===== config.mk =====
export PLATFORM = sky130hd
export DESIGN_NAME = dpm_sqrt
export DESIGN_NICKNAME = d
export VERILOG_FILES = /design/src/rtl/dense_prim_mst_unit_macros.svh /design/src/rtl/dpm_pkg.sv /design/src/rtl/dpm_sqrt.sv
export SDC_FILE = /design/constraint.sdc
export NUM_CORES = 1
export LEC_CHECK = 0
export BUFFER_PORTS_ARGS = -buffer_cell sky130_fd_sc_hd__buf_2
export CORE_ASPECT_RATIO = 2
export CORE_UTILIZATION = 59
export CTS_CLUSTER_SIZE = 10
export DETAILED_ROUTE_END_ITERATION = 6
export HOLD_SLACK_MARGIN = 0.1
export PLACE_DENSITY = 0.81
export SETUP_SLACK_MARGIN = 0.3
export SLEW_MARGIN = 20
export SYNTH_ARGS = -nofsm -noshare
export SYNTH_HDL_FRONTEND = slang
export SYNTH_SLANG_ARGS = --single-unit

===== constraint.sdc =====
create_clock -name i_clk -period 3.3 [get_ports i_clk]
set_clock_uncertainty 0.05 [all_clocks]
set_input_delay 0.165 -clock i_clk [delete_from_list [all_inputs] [get_ports i_clk]]
set_output_delay 0.165 -clock i_clk [all_outputs]
set_load 0.03 [all_outputs]

===== src/rtl/dense_prim_mst_unit_macros.svh =====
// ---------------------------------------------------------------------------
// Assertion macros for the dense Prim spanning tree unit.
// ---------------------------------------------------------------------------
`ifndef DENSE_PRIM_MST_UNIT_MACROS_SVH
`define DENSE_PRIM_MST_UNIT_MACROS_SVH
`ifndef NO_ASSERTIONS
`define DPM_ASSERT_IMPL(label, clk, rst_n, prop) \
    label: assert property (@(posedge clk) disable iff (!rst_n) prop) \
        else $error("assertion failed");
`define DPM_ASSERT_NEVER(label, clk, rst_n, cond) \
    label: assert property (@(posedge clk) disable iff (!rst_n) !(cond)) \
        else $error("forbidden condition seen");
`else
`define DPM_ASSERT_IMPL(label, clk, rst_n, prop)
`define DPM_ASSERT_NEVER(label, clk, rst_n, cond)
`endif
`endif


===== src/rtl/dpm_pkg.sv =====
// ---------------------------------------------------------------------------
// dpm_pkg
// Shared constants and types of the spanning tree unit.
// ---------------------------------------------------------------------------
package dpm_pkg;
    localparam int MAX_POINTS = 64;
    localparam int COORD_BITS = 16;
    localparam int FRAC_BITS  = 8;
    localparam int IDX_BITS   = $clog2(MAX_POINTS);
    localparam int CNT_BITS   = $clog2(MAX_POINTS + 1);
    localparam int KEY_BITS   = COORD_BITS + FRAC_BITS + 1;
    localparam int SQ_BITS    = 2 * COORD_BITS + 2;
    localparam int SQRT_STEPS = COORD_BITS + FRAC_BITS + 1;
    localparam int REM_BITS   = KEY_BITS + 2;
    localparam int STEP_BITS  = $clog2(SQRT_STEPS + 1);
    localparam logic [KEY_BITS-1:0] KEY_INF = '1;

    localparam logic CFG_POINT_COUNT = 1'b0;
    localparam logic CFG_ROOT_VERTEX = 1'b1;

    typedef enum logic [3:0] {
        ST_LOAD, ST_INIT, ST_SCAN, ST_SCAN_CMP, ST_SCAN_END, ST_UPD_RD, ST_UPD_WAIT,
        ST_UPD_SQ, ST_UPD_SQRT, ST_UPD_WR, ST_EMIT_RD, ST_EMIT
    } t_state;

    typedef struct packed {
        logic start;
        logic busy;
    } t_sqrt_ctl;
endpackage


===== src/rtl/dpm_sqrt.sv =====
// ---------------------------------------------------------------------------
// dpm_sqrt
// Digit-by-digit fixed point square root, one result bit per cycle.
// ---------------------------------------------------------------------------
module dpm_sqrt (
    input  logic                                 i_clk,
    input  logic                                 i_rst_n,
    input  logic                                 i_start,
    input  logic [dpm_pkg::SQ_BITS-1:0]          i_sq,
    output dpm_pkg::t_sqrt_ctl                   o_ctl,
    output logic [dpm_pkg::KEY_BITS-1:0]         o_root
);
    import dpm_pkg::*;

    logic [SQ_BITS-1:0]   r_sq;
    logic [REM_BITS-1:0]  r_rem, n_rem;
    logic [KEY_BITS-1:0]  r_root, n_root;
    logic [STEP_BITS-1:0] r_step;
    logic                 r_busy;
    logic [REM_BITS-1:0]  w_acc, w_trial;

    // Pairs are taken from the top of the shifted square; zeros follow.
    always_comb begin
        w_acc   = {r_rem[REM_BITS-3:0], r_sq[SQ_BITS-1 -: 2]};
        w_trial = {r_root[KEY_BITS-1:0], 2'b01};
        if (w_acc >= w_trial) begin
            n_rem  = w_acc - w_trial;
            n_root = {r_root[KEY_BITS-2:0], 1'b1};
        end else begin
            n_rem  = w_acc;
            n_root = {r_root[KEY_BITS-2:0], 1'b0};
        end
    end

    always_ff @(posedge i_clk) begin
        if (!i_rst_n) begin
            r_busy <= 1'b0;
            r_step <= '0;
        end else if (i_start) begin
            r_busy <= 1'b1;
            r_step <= STEP_BITS'(SQRT_STEPS - 1);
        end else if (r_busy) begin
            if (r_step == '0) begin
                r_busy <= 1'b0;
            end
            r_step <= r_step - 1'b1;
        end
        if (i_start) begin
            r_sq   <= i_sq;
            r_rem  <= '0;
            r_root <= '0;
        end else if (r_busy) begin
            r_sq   <= {r_sq[SQ_BITS-3:0], 2'b00};
            r_rem  <= n_rem;
            r_root <= n_root;
        end
    end

    assign o_ctl.start = i_start;
    assign o_ctl.busy  = r_busy;
    assign o_root      = r_root;
endmodule


Yosys cells after proc, flatten, opt, wreduce, memory -nomap -nowiden
Cells that the tools add are included.

Flip-flop bits (word level): 90. Bits of input ports: 37. Output and inout bits: 27. Word-level logic and storage cells: 22.

$add $sub $neg: 2. Magnitude comparators: 1. Muxes and demuxes: 9. Bitwise operators: 1. Reductions and logical operators: 3.

Operators by type and width (count): $mux 34 (2); $ge 27x27->1 (1); $mux 25 (1); $sub 25x25->25 (1); $mux 5 (2); $logic_not 5->1 (1); $sub 5x1->5 const B (1); $mux 1 (4); $reduce_bool 2->1 (1); $reduce_or 2->1 (1); $not 1->1 (1).

Longest topological paths before layout
Depth after elaboration: 4. Depth in mapped cells: 12. Gate-level depth less buffers: 10.

Worst setup path before layout
No wires, ideal clock.

Path kind: register to register. From: reg r_root[0] (netlist: o_root[0]). To: reg r_rem[22]. Setup time: 0.133 ns. Arrival: 2.407 ns. Required time: 3.117 ns. Path slack: 0.711 ns. Stages on the path, launching flop included: 11. Path buffers: 0. Period minus slack after synthesis: 2.589 ns. Cells stage by stage: dfxtp_1 -> inv_1 -> ha_1 -> nor2b_1 -> o31a_2 -> o21ai_2 -> o21ai_2 -> a2111o_1 -> a31o_2 -> a211oi_2 -> nor4_1.

Cells in the longest elaborated chain, start to end: 2. Elaborated cells between the ends (all ways): 3. Those cells by class: 1 x add/sub; 1 x order compare; 1 x mux.

RTL lines: start: declaration (RTL line dpm_sqrt.sv:17) `logic [KEY_BITS-1:0] r_root, n_root;`; start signal: assignment (RTL line dpm_sqrt.sv:55) `r_root <= n_root;`; $sub 25x25->25 / $ge 27x27->1 (equally long branches) (RTL line dpm_sqrt.sv:27, dpm_sqrt.sv:26); $mux 25 (*) (RTL line dpm_sqrt.sv:26) `if (w_acc >= w_trial) begin`; end signal: assignment (RTL line dpm_sqrt.sv:54) `r_rem <= n_rem;`; end: declaration (RTL line dpm_sqrt.sv:16) `logic [REM_BITS-1:0] r_rem, n_rem;`.

Mark *: on every way between the ends. The rest lies on a longest branch, timed or not. A chain may end at the register's enable or synchronous reset.

Final worst setup path
From: reg r_root[0] (netlist: o_root[0]). To: reg r_rem[13].

Same word-level chain as after synthesis.

==> run metrics <==
status completed; Antenna Nets Post-Route 0; critical path required time 3.44 ns; Cells after Synth 532; die area 9522 um^2; number of flops mapped to enable cells by yosys 34; min Tclk post-route 2.838 ns; ys flop type dfxtp_1; area growth from synthesis to layout 14.80%; final worst setup slack 0.4616 ns; core area 8890 um^2; register area 2143 um^2; synth unique cells 64; HPWL Detailed 7.610 mm; PD cells 598.8 nW/um^2; CP peak stage delay 0.37 ns; first-pass iteration count of the detailed router 4; layout cell share with drive strength beyond 1 23.63%; worst hold path type input pin to flop; CTS Buf Count 9; Slew @ Worst Pin 0.7691 ns; Worst Path Arrival 2.98 ns; via count of the first global-routing pass 4,029; register share of total power 36.1%; slowest CP cell dfxtp_1; dpl ws 0.3315 ns; nets 662; Synth async-reset ratio 0%; Routed WL 11.94 mm; Via density 5.768; commonest non-fill, non-tap cell in the layout nor2_1; most frequent cells in the layout nor2_1, buf_2, dfxtp_1, mux2i_1, dlygate4sd3_1; clock buffer depth 2; # diodes 0; Psw 0.001255 W; crit path cell chain inv_1 -> ha_1 -> o211ai_1 -> o21ai_2 -> o221ai_4 -> o2111ai_2 -> a21o_1 -> o21ai_4 -> buf_12 -> mux2i_1 -> a211oi_1; Critical Path Start Type flop; filler instances 662; CP Capture Type flop; Synth Area per Inst 10.11 um^2; CTS root buf clkbuf_16; clk slew on worst S/H paths 0.07 ns; die height 137 um; Pins Over Slew Limit 0; I/O pin cnt 64; leakage 2.547 nW; syn_nets 598; Tcrit/Tclk final 86.01%; Pint 0.002441 W; Clock Sink Count 90; post-synthesis cell area 5376 um^2; Peak VDD IR 0.5270 mV; setup_tns 0 ns; final hold vios 0; WS Path Type flop to flop; # setup viols final 0; CTS tree built; RSZ-0062 raised after global routing false; Clk pwr share 27.1%; fmax 352.3 MHz; largest net degree at the start of global routing 57; Comb pwr share 36.7%; area of the multi-input gates 2744 um^2; GR Overflow Total 0; WP buf/inv 2; Site Rows 49; initial antenna violation count 0; Chip Width 69.50 um; Placer Congestion 0.9051; r2r setup slk 0.46 ns; Starting DRT DRC Count 188; max cap viols 0; drt wl/cell 16.99 um; CTS H-tree lvls 3; crit-path max FO 19; Vias 4,055; worst relative slew slack 48.72%; Synth Register Bits 90; IO Port Bufs 63; clock insertion delay at the later pin of the skew report 0.34 ns; switch share 33.95%; Seq/Total Area, Yosys 39.84%; global-route wire length before repair 18.96 mm; CP top delay family compound AO/OA/AOI/OAI gates; Ys Warns 0; global-route usage over all layers 25.34%; initial cell density of the core 60.48%; drc violations 0
## synth_stat cells (2+ instances only)
| library cell | instances | area, um^2 |
|---|---|---|
| a211oi_1 | 22 | 165.2 |
| a21o_1 | 11 | 82.58 |
| a21oi_1 | 19 | 95.09 |
| a21oi_2 | 2 | 17.52 |
| a311oi_1 | 2 | 17.52 |
| a31oi_1 | 3 | 18.77 |
| a41oi_1 | 2 | 17.52 |
| and2_1 | 2 | 12.51 |
| and3_1 | 2 | 12.51 |
| buf_1 | 2 | 7.510 |
| buf_2 | 2 | 10.01 |
| buf_4 | 29 | 217.7 |
| buf_6 | 3 | 33.78 |
| clkbuf_1 | 12 | 45.04 |
| clkbuf_2 | 2 | 10.01 |
| dfxtp_1 | 56 | 1121 |
| edfxtp_1 | 34 | 1021 |
| ha_1 | 29 | 362.9 |
| inv_1 | 32 | 120.1 |
| mux2_2 | 33 | 371.6 |
| mux2i_1 | 44 | 440.4 |
| nand2_1 | 17 | 63.81 |
| nand2b_1 | 2 | 12.51 |
| nand3_1 | 2 | 10.01 |
| nand4_1 | 7 | 43.79 |
| nor2_1 | 66 | 247.7 |
| nor2b_1 | 5 | 31.28 |
| nor3_1 | 2 | 10.01 |
| nor3b_1 | 3 | 22.52 |
| nor4_1 | 4 | 25.02 |
| o211ai_1 | 4 | 30.03 |
| o21a_1 | 6 | 45.04 |
| o21ai_0 | 9 | 45.04 |
| o21ai_2 | 4 | 35.03 |
| o31a_1 | 2 | 17.52 |
| or2_2 | 4 | 25.02 |
| or3_1 | 3 | 18.77 |
| xnor2_1 | 15 | 131.4 |
| xor2_1 | 9 | 78.83 |
## state kept, by name (all words and copies together) (netlist names)
| signal | flops |
|---|---|
| r_sq | 34 |
| o_root | 25 |
| r_rem | 25 |
| r_step | 5 |
| r_busy | 1 |
## cell type report
type | count | share of cell area (%)
Sequential cell | 90 | 34.73
Clock buffer | 9 | 3.649
Multi-Input combinational cell | 356 | 44.46
Clock inverter | 7 | 1.135
Tap cell | 102 | 2.068
Inverter | 33 | 2.007
Timing Repair Buffer | 106 | 11.96
## power groups by stage
stage	Combinational (W)	Clock, W	Sequential [W]
floorplan	0.00110	0	0.00132
global placement	0.00124	0	0.00135
detailed placement	0.00127	0	0.00135
CTS	0.00131	0.00101	0.00133
global route	0.00147	0.00105	0.00134
finish	0.00136	0.00100	0.00133
## kinds of logic after synthesis
| logic type | Yosys count | share of synthesized area (%) |
|---|---|---|
| buffers and inverters | 86 | 9.169 |
| adder cells (fa/ha/maj) | 29 | 6.749 |
| multiplexers | 77 | 15.10 |
| AO/OA/AOI/OAI | 99 | 14.06 |
| flip-flops | 90 | 39.84 |
| AND/OR/NAND/NOR | 127 | 11.17 |
| XOR/XNOR | 24 | 3.910 |
## final timing paths
kind,start,endpoint,cells past startpoint
setup / recovery,o_root[0]$_SDFFE_PP0P_,r_rem[13]$_SDFFE_PP0P_,11
hold / removal,i_start,r_sq[32]$_DFFE_PP_,2
setup reg to reg,o_root[0]$_SDFFE_PP0P_,r_rem[13]$_SDFFE_PP0P_,11
hold reg to reg,r_rem[24]$_SDFFE_PP0P_,r_rem[24]$_SDFFE_PP0P_,2
## what timing repair did
action	CTS	global route
buffers inserted	0	3
setup endpoints to repair	3	19
hold endpoints to repair	36	1
resized for setup	0	1
pin swaps	1	1
cloned	0	0
hold buffers	34	1
## per-layer routing
metal	part of all wire [%]	GRT usage (%)
met1	39	26.39
met4	2.6	11.34
met2	56	49.03
met3	2.9	3.829
met5	0	0
## per-stage QoR
| stage | hold slack [ns] | area, um^2 | total power [W] | std cells | utilization, % |
|---|---|---|---|---|---|
| floorplan | 0.2325 | 5376 | 0.002418 | 532 | - |
| global placement | 0.3667 | 5502 | 0.002585 | 649 | 61.89 |
| detailed placement | 0.3696 | 5502 | 0.002620 | 649 | 61.89 |
| CTS | 0.1010 | 6137 | 0.003650 | 699 | 69.04 |
| global route | 0.4700 | 6172 | 0.003863 | 703 | 69.43 |
| finish | 0.4321 | 6172 | 0.003696 | 703 | 69.43 |
Power figures use the tool's default switching activity.
