File: src/rtl/dense_prim_mst_unit_macros.svh
// ---------------------------------------------------------------------------
// Assertion macros for the dense Prim spanning tree unit.
// ---------------------------------------------------------------------------
`ifndef DENSE_PRIM_MST_UNIT_MACROS_SVH
`define DENSE_PRIM_MST_UNIT_MACROS_SVH
`ifndef NO_ASSERTIONS
`define DPM_ASSERT_IMPL(label, clk, rst_n, prop) \
    label: assert property (@(posedge clk) disable iff (!rst_n) prop) \
        else $error("assertion failed");
`define DPM_ASSERT_NEVER(label, clk, rst_n, cond) \
    label: assert property (@(posedge clk) disable iff (!rst_n) !(cond)) \
        else $error("forbidden condition seen");
`else
`define DPM_ASSERT_IMPL(label, clk, rst_n, prop)
`define DPM_ASSERT_NEVER(label, clk, rst_n, cond)
`endif
`endif

File: src/rtl/dpm_ram.sv
// ---------------------------------------------------------------------------
// dpm_ram
// Generic single-write, single-read RAM with registered read data.
// ---------------------------------------------------------------------------
module dpm_ram #(
    parameter int WIDTH = 16,
    parameter int DEPTH = 64
) (
    input  logic                     i_clk,
    input  logic                     i_we,
    input  logic [$clog2(DEPTH)-1:0] i_waddr,
    input  logic [WIDTH-1:0]         i_wdata,
    input  logic [$clog2(DEPTH)-1:0] i_raddr,
    output logic [WIDTH-1:0]         o_rdata
);
    logic [WIDTH-1:0] r_mem [DEPTH];
    always_ff @(posedge i_clk) begin
        if (i_we) begin
            r_mem[i_waddr] <= i_wdata;
        end
        o_rdata <= r_mem[i_raddr];
    end
endmodule

File: config.mk
export PLATFORM = sky130hd
export DESIGN_NAME = dpm_ram
export DESIGN_NICKNAME = d
export VERILOG_FILES = /design/src/rtl/dense_prim_mst_unit_macros.svh /design/src/rtl/dpm_ram.sv
export SDC_FILE = /design/constraint.sdc
export NUM_CORES = 1
export LEC_CHECK = 0
export BUFFER_PORTS_ARGS = -buffer_cell sky130_fd_sc_hd__buf_2
export CAP_MARGIN = 20
export CELL_PAD_IN_SITES_DETAIL_PLACEMENT = 1
export CELL_PAD_IN_SITES_GLOBAL_PLACEMENT = 1
export CORE_MARGIN = 2
export CORE_UTILIZATION = 55
export DETAILED_ROUTE_END_ITERATION = 16
export GPL_TIMING_DRIVEN = 0
export PLACE_DENSITY = 0.74
export SKIP_LAST_GASP = 1
export SYNTH_ARGS = -nofsm -noshare
export SYNTH_HDL_FRONTEND = slang
export SYNTH_SLANG_ARGS = --single-unit
File: constraint.sdc
create_clock -name i_clk -period 3.4 [get_ports i_clk]
set_clock_uncertainty 0.1 [all_clocks]
set_input_delay 0.51 -clock i_clk [delete_from_list [all_inputs] [get_ports i_clk]]
set_output_delay 0.51 -clock i_clk [all_outputs]
set_load 0.02 [all_outputs]
[Yosys cells after proc, flatten, opt, wreduce, memory -nomap -nowiden]
Memory sizes are Yosys's and may differ from the RTL's. A register that Yosys moved wholly into a read port is not among the register bits.
Cells that the tools add are included.
Operators by class
  add/subtract/negate cells: 0
  multiply operators: 0
  div/mod/pow operators: 0
  magnitude comparators: 0
  equal/unequal tests: 0
  shift-type cells: 0
  multiplexer cells: 2
  bitwise gates (word level): 0
  reductions and logical operators: 0
Operators by type and width (count)
  $mux 1: 2
Word-level totals
  register bits after elaboration: 0
  bits in latches: 0
  bits in writable memories: 1024
  memory bits (read-only): 0
  output and inout bits: 16
  logic and storage cells: 3
  memories kept: 1
Memory list
  r_mem: words 64, width 16, rd ports 1, clocked after memory_dff 1, wr ports 1, RTL line dpm_ram.sv:16  | logic [WIDTH-1:0] r_mem [DEPTH];

[Logic depth before layout (Yosys ltp)]
Gate-level depths: netlist of the first run.
  depth in word-level cells: 2
  gate-level depth with buffers: 10

[Worst setup path after synthesis of the first run]
OpenSTA, ideal clock, no wires.
  path type: input-to-reg
  start: input i_waddr[3]
  end: memory r_mem[48][0], enable pin
  arrival: 2136 ps
  required time: 2891 ps
  slack: 755 ps
  stages: 4
  buffers on the path: 1
  cells stage by stage: clkbuf_1 -> nor2b_1 -> nand4b_1 -> nor3_1
RTL lines
  start, declared: RTL line dpm_ram.sv:11  | input logic [$clog2(DEPTH)-1:0] i_waddr,
  end, declared: RTL line dpm_ram.sv:16
No word-level cell before the write port.

==> summary.txt, run 1 <==
Critical path
  – CP Class: in -> reg
  – R2R Path End: o_rdata[11]$_DFF_P_
  – Critical Path End Type: flip-flop
  – Reg2Reg Launch Point: r_mem[23][11]$_DFFE_PP_
  – Worst Setup SP: i_raddr[2]
  – CP Max Fanout: 10
  – Worst Path Required: 3780 ps
  – R2r setup slk: 710 ps
  – CP Launch Type: input pin
  – WP data arrival: 3370 ps
  – Critical Path Sink: o_rdata[11]$_DFF_P_
  – Worst Reg-to-Reg Cells: 5

Clocking
  – Clock tree buffer depth: 3
  – Clk_lat worst skew: 660 ps
  – Register clock-pin slew on the reported worst setup and hold paths: 60 ps
  – CTS tree: yes
  – CTS Sinks: 1040
  – Root Driver: clkbuf_16
  – Hold-fix buffers, CTS: 0
  – Post-CTS setup buffers: 0
  – Number of gates resized after cts: 0
  – H-tree level count: 3
  – Num CTS Buffers: 104

Routing
  – Residual DRC: 0
  – First DRT Iteration DRCs: 2281
  – WL final: 107 mm
  – Wire per inst: 34.9 µm
  – Final antenna-violating net count: 0
  – Post-DR vias/cell: 6.53
  – Number of detailed-route iterations in the first pass: 6
  – Vias: 20070

Timing
  – Max frequency: 334 MHz
  – Final Hold Vio Count: 0
  – Final setup margin: 404 ps
  – Setup-failing EPs final: 0
  – RSZ-0062 raised after global routing: no
  – Final Max Slew Viols: 0
  – Fin Setup TNS: 0 ps
  – Fin crit period: 3000 ps
  – Crit share post-route: 0.881
  – Worst relative slew slack: 0.283
  – Worst-Margin Slew: 1070 ps

Global routing
  – Largest net degree at the start of global routing: 65
  – Gr usage total: 0.294
  – Vias in the first global route: 21052
  – Antenna violations before repair: 9
  – First-pass GRT wire length: 153 mm
  – GR Overflow Total: 0

Floorplanning
  – Die height: 274 µm
  – Die Area: 0.0750 mm²
  – Initial Util: 0.558
  – Placeable Area: 0.0717 mm²
  – Row Count: 98
  – I/O pin count: 46
  – Die X: 274 µm

Synth
  – Synth async-reset ratio: 0
  – Cell taking the most area after synthesis: edfxtp_1
  – Synth top area cells: edfxtp_1 77%, mux4_2 12%, mux2i_1 2.1%
  – Post-synth EDFFs: 1024
  – Synthesized cell area: 0.0400 mm²
  – Count of cell types in the netlist: 43
  – Avg Cell Area, Syn: 21.9 µm²
  – Count leader, synth: edfxtp_1
  – Sequential fraction of the synthesis area: 0.776
  – Post-Synthesis Cells: 1829
  – Ys flop type: edfxtp_1
  – Share of the synthesized area in the top cell type: 0.768
  – Syn_nets: 1859
  – Post-synth top cells: 1024 x edfxtp_1, 220 x mux4_2, 85 x mux2i_1, 72 x nor2_1, 59 x nand2_1
  – Synth Register Bits: 1040
  – Yosys warnings: 0

Placement
  – Gpl congestion: 0.877
  – Worst slack at placement: -96.0 ps
  – Placed insts: 2877
  – Hpwl dp: 70.8 mm
  – Area post-placement: 0.0426 mm²
  – PortBufs: 38

Power and ir drop
  – Max VDD drop: 0.451 mV
  – Leak: 14.6 nW
  – PD cells: 589 mW/mm²

Flow run
  – Max cap viols: 0

Layout
  – Antenna Cells: 0
  – Layout area overhead: 14.9%
  – Finished Core Util: 0.641
  – Final instance area: 0.0460 mm²
  – Share of layout cells above drive strength 1: 0.303
  – Nets@finish: 2067
  – Post-route insts no fill: 3075

Hold path
  – Hold WC Path Type: in -> reg

Status
  – Status: finished, final reports clean
## worst max-delay path, cell delays in order
cell and delay [ps]:
buf_2 240, buf_4 240, buf_2 470, mux4_2 380, mux2i_1 420, a22oi_1 180
a31oi_1 730, a311oi_1 180
## logic make-up after synthesis
logic type / Yosys count / share of synthesized area
buffers and inverters: 104 / 0.0183
flip-flops: 1040 / 0.776
multiplexers: 336 / 0.155
AND/OR/NAND/NOR: 220 / 0.0265
AO/OA/AOI/OAI: 129 / 0.0241
## how the worst min path moves through the flow
stage	from	endpoint	slack [ps]	cells after the start
2_1_floorplan	i_wdata[0]	r_mem[0][0]$_DFFE_PP_	510	0
3_3_place_gp	r_mem[36][12]$_DFFE_PP_	o_rdata[12]$_DFF_P_	780	4
3_5_place_dp	r_mem[32][1]$_DFFE_PP_	o_rdata[1]$_DFF_P_	810	3
4_1_cts	i_wdata[10]	r_mem[31][10]$_DFFE_PP_	170	1
5_1_grt	i_wdata[2]	r_mem[31][2]$_DFFE_PP_	160	1
6_report	i_wdata[2]	r_mem[29][2]$_DFFE_PP_	170	1
## sequential cells by signal (all words and copies together) (netlist names)
name and flops:
o_rdata 16, r_mem 1024
## cell usage in the layout (no fill, tap or decap), types with 21 or more instances in the layout
master,Yosys,routed
nand2_1,59,59
buf_6,17,26
buf_2,36,74
mux2i_1,85,85
buf_8,3,37
buf_12,5,21
nor2b_1,30,30
mux2_2,27,27
nand3_1,24,24
edfxtp_1,1024,1024
clkbuf_1,24,49
nor2_2,2,62
clkbuf_16,0,107
mux4_2,220,220
a22oi_1,39,39
## final cells by class
class	count	area, µm²
Fill cell	5793	25700
Multi-Input combinational cell	685	8400
Clock buffer	134	2800
Sequential cell	1040	31100
Tap cell	950	1190
Timing Repair Buffer	102	1240
Buffer	104	733
Clock inverter	60	563
## through the flow
step           power [mW]  hold slack, ps
2_1_floorplan        15.3             509
3_3_place_gp         15.9             783
3_5_place_dp         16.0             809
4_1_cts              27.2             167
5_1_grt              27.7             160
6_report             27.1             167
## per-layer routing
layer	track usage	up-vias	part of all wire
li1	-	8103	-
met1	0.402	10814	0.39
met2	0.485	936	0.50
met3	0.0489	211	0.069
met4	0.105	6	0.040
met5	0	-	0.00034
## where the power goes
| group | total, mW | internal, mW | switching (mW) | leakage [nW] |
|---|---|---|---|---|
| combinational | 1.53 | 0.530 | 0.998 | 3.65 |
| clock | 11.3 | 6.57 | 4.78 | 1.63 |
| sequential | 14.2 | 14.2 | 0.0312 | 9.35 |
No activity file was read; power rests on OpenSTA's default activity.
==> run 2, diff against run 1 <==
--- a/config.mk
+++ b/config.mk
@@ -13,6 +13,7 @@
 export CORE_UTILIZATION = 55
 export DETAILED_ROUTE_END_ITERATION = 16
 export GPL_TIMING_DRIVEN = 0
+export MAX_ROUTING_LAYER = met4
 export PLACE_DENSITY = 0.74
 export SKIP_LAST_GASP = 1
 export SYNTH_ARGS = -nofsm -noshare
==> run 2 against run 1 <==
Cell count is 0.13% higher. Die area stayed put. Design area hardly changed. First-iteration DRC count is 13% higher. Worst setup slack better by 1.8 ps. Wire length is 0.20% higher. Via count is 0.24% higher. Highest routed layer is now met4. Flip-flop and latch count stayed put.
==> summary.txt, run 2 (same netlist as run 1, synthesis figures left out) <==
Status
  – Status: finished, final reports clean

Placement
  – Gpl congestion: 0.893 (+1.8%)
  – PortBufs: 38 (unchanged)
  – Hpwl dp: 70.8 mm (unchanged)
  – Placed insts: 2877 (unchanged)

Critical path
  – Critical-path cell with the highest stage delay: a31oi_1
  – Critical Path End Type: flip-flop
  – WP data arrival: 3380 ps (about the same)
  – Reg2Reg Launch Point: r_mem[23][11]$_DFFE_PP_
  – Worst path bufs/invs: 3 (unchanged)
  – CP Class: in -> reg
  – CP Max Fanout: 10 (unchanged)
  – Slowest stage delay, CP: 680 ps (-50 ps)
  – Cell Chain, Critical Path: buf_2 -> buf_4 -> buf_2 -> mux4_2 -> mux2i_1 -> a22oi_1 -> a31oi_1 -> a311oi_1
  – Worst Setup SP: i_raddr[2]
  – Worst Path Required: 3790 ps (about the same)
  – Most frequent CP cell: buf_2
  – Cell family with most CP delay: compound AO/OA/AOI/OAI gates
  – CP Launch Type: input pin

Routing
  – Vias: 20118 (+0.24%)
  – Final antenna-violating net count: 0 (unchanged)
  – WL final: 108 mm (+0.20%)
  – Wire per inst: 34.9 µm (about the same)
  – Number of detailed-route iterations in the first pass: 6 (unchanged)
  – First DRT Iteration DRCs: 2574 (+13%)
  – Post-DR vias/cell: 6.53 (+0.11%)
  – Residual DRC: 0 (unchanged)

Layout
  – Nets@finish: 2067 (unchanged)
  – Layout area overhead: 14.9% (about the same)
  – Max reg flops: 1024 (unchanged)
  – Share of layout cells above drive strength 1: 0.303 (unchanged)
  – Commonest non-fill, non-tap cell in the layout: edfxtp_1
  – Commonest non-fill, non-tap cells in the layout: 1024 x edfxtp_1, 220 x mux4_2, 107 x clkbuf_16
  – Largest registers: r_mem: 1024 flops, o_rdata: 16 flops
  – Post-route insts no fill: 3079 (+0.13%)
  – Reg with most FFs: r_mem

Floorplanning
  – Row Count: 98 (unchanged)
  – Die X: 274 µm (unchanged)
  – Placeable Area: 0.0717 mm² (unchanged)
  – Die Area: 0.0750 mm² (unchanged)
  – I/O pin count: 46 (unchanged)
  – Initial Util: 0.558 (unchanged)
  – Die height: 274 µm (unchanged)

Clocking
  – H-tree level count: 3 (unchanged)
  – Num CTS Buffers: 104 (unchanged)
  – Clk_lat worst skew: 660 ps (about the same)
  – Clock tree buffer depth: 3 (unchanged)
  – CTS tree: yes
  – Number of gates resized after cts: 0 (unchanged)
  – Post-CTS setup buffers: 0 (unchanged)
  – Register clock-pin slew on the reported worst setup and hold paths: 60 ps (about the same)
  – Hold-fix buffers, CTS: 0 (unchanged)
  – Root Driver: clkbuf_16
  – CTS Sinks: 1040 (unchanged)

Global routing
  – GR Overflow Total: 0 (unchanged)
  – Largest net degree at the start of global routing: 65 (unchanged)
  – First-pass GRT wire length: 153 mm (about the same)
  – Gr usage total: 0.304 (+0.00930)
  – Vias in the first global route: 21023 (-0.14%)
  – Antenna violations before repair: 11 (+2)

Hold path
  – Hold Crit Start: i_wdata[2]
  – Hold WC Path Type: in -> reg

Power and ir drop
  – Max VDD drop: 0.450 mV (-0.22%)
  – PD cells: 589 mW/mm² (about the same)
  – Leak: 14.6 nW (about the same)

Timing
  – Worst relative slew slack: 0.277 (-0.00585)
  – Final Max Slew Viols: 0 (unchanged)
  – Setup-failing EPs final: 0 (unchanged)
  – Final Hold Vio Count: 0 (unchanged)
  – RSZ-0062 raised after global routing: no
  – Fin Setup TNS: 0 ps (unchanged)
  – Fin crit period: 2990 ps (-1.81 ps)
  – Worst-Margin Slew: 1080 ps (+8.75 ps)
  – Crit share post-route: 0.881 (about the same)
  – Max frequency: 334 MHz (about the same)

Flow run
  – Max cap viols: 0 (unchanged)
run 2: final cells by class:
type                    count  area [µm²]
well taps                 950        1190
diodes                      4        10.0
fillers                  5796       25700
repair buffers            102        1240
flip-flops and latches   1040       31100
clock buffers             134        2800
multi-input cells         685        8400
clock inverters            60         563
plain buffers             104         733
run 2: metal layers:
metal,vias up,global-route usage,routed length [µm],part of all wire
met3,216,0.0482,7790,0.072
met5,-,-,0,0
met2,1012,0.485,53600,0.50
met1,10780,0.403,41900,0.39
li1,8110,-,-,-
met4,0,0.105,4290,0.040
run 2: metrics by stage:
step	hold WS [ps]	instance area (µm²)	power, mW	util	setup slack (ps)
after floorplan	509	40000	15.3	-	755
after global placement	783	41400	15.9	0.577	-610
after detailed placement	809	42600	16.0	0.593	-96.0
after CTS	167	45900	27.2	0.640	470
after global routing	163	46000	27.7	0.641	431
final	176	46000	27.1	0.641	406
run 2: path summary, 6_finish.rpt:
kind	end	cells past startpoint	slack [ps]
setup / recovery	o_rdata[9]$_DFF_P_	8	410
hold / removal	r_mem[29][2]$_DFFE_PP_	1	180
setup reg to reg	o_rdata[11]$_DFF_P_	5	760
hold reg to reg	o_rdata[1]$_DFF_P_	3	860
run 2: worst register-to-register path, delay by kind of cell, from the launching register on:
kind	cells	cell delay [ps]
mux	2	930
flops	1	370
compound gates	3	1060
run 2: power breakdown:
part | switching (mW) | internal [mW] | leakage (nW)
registers | 0.0317 | 14.2 | 9.35
logic | 1.00 | 0.530 | 3.65
clock network | 4.79 | 6.57 | 1.63
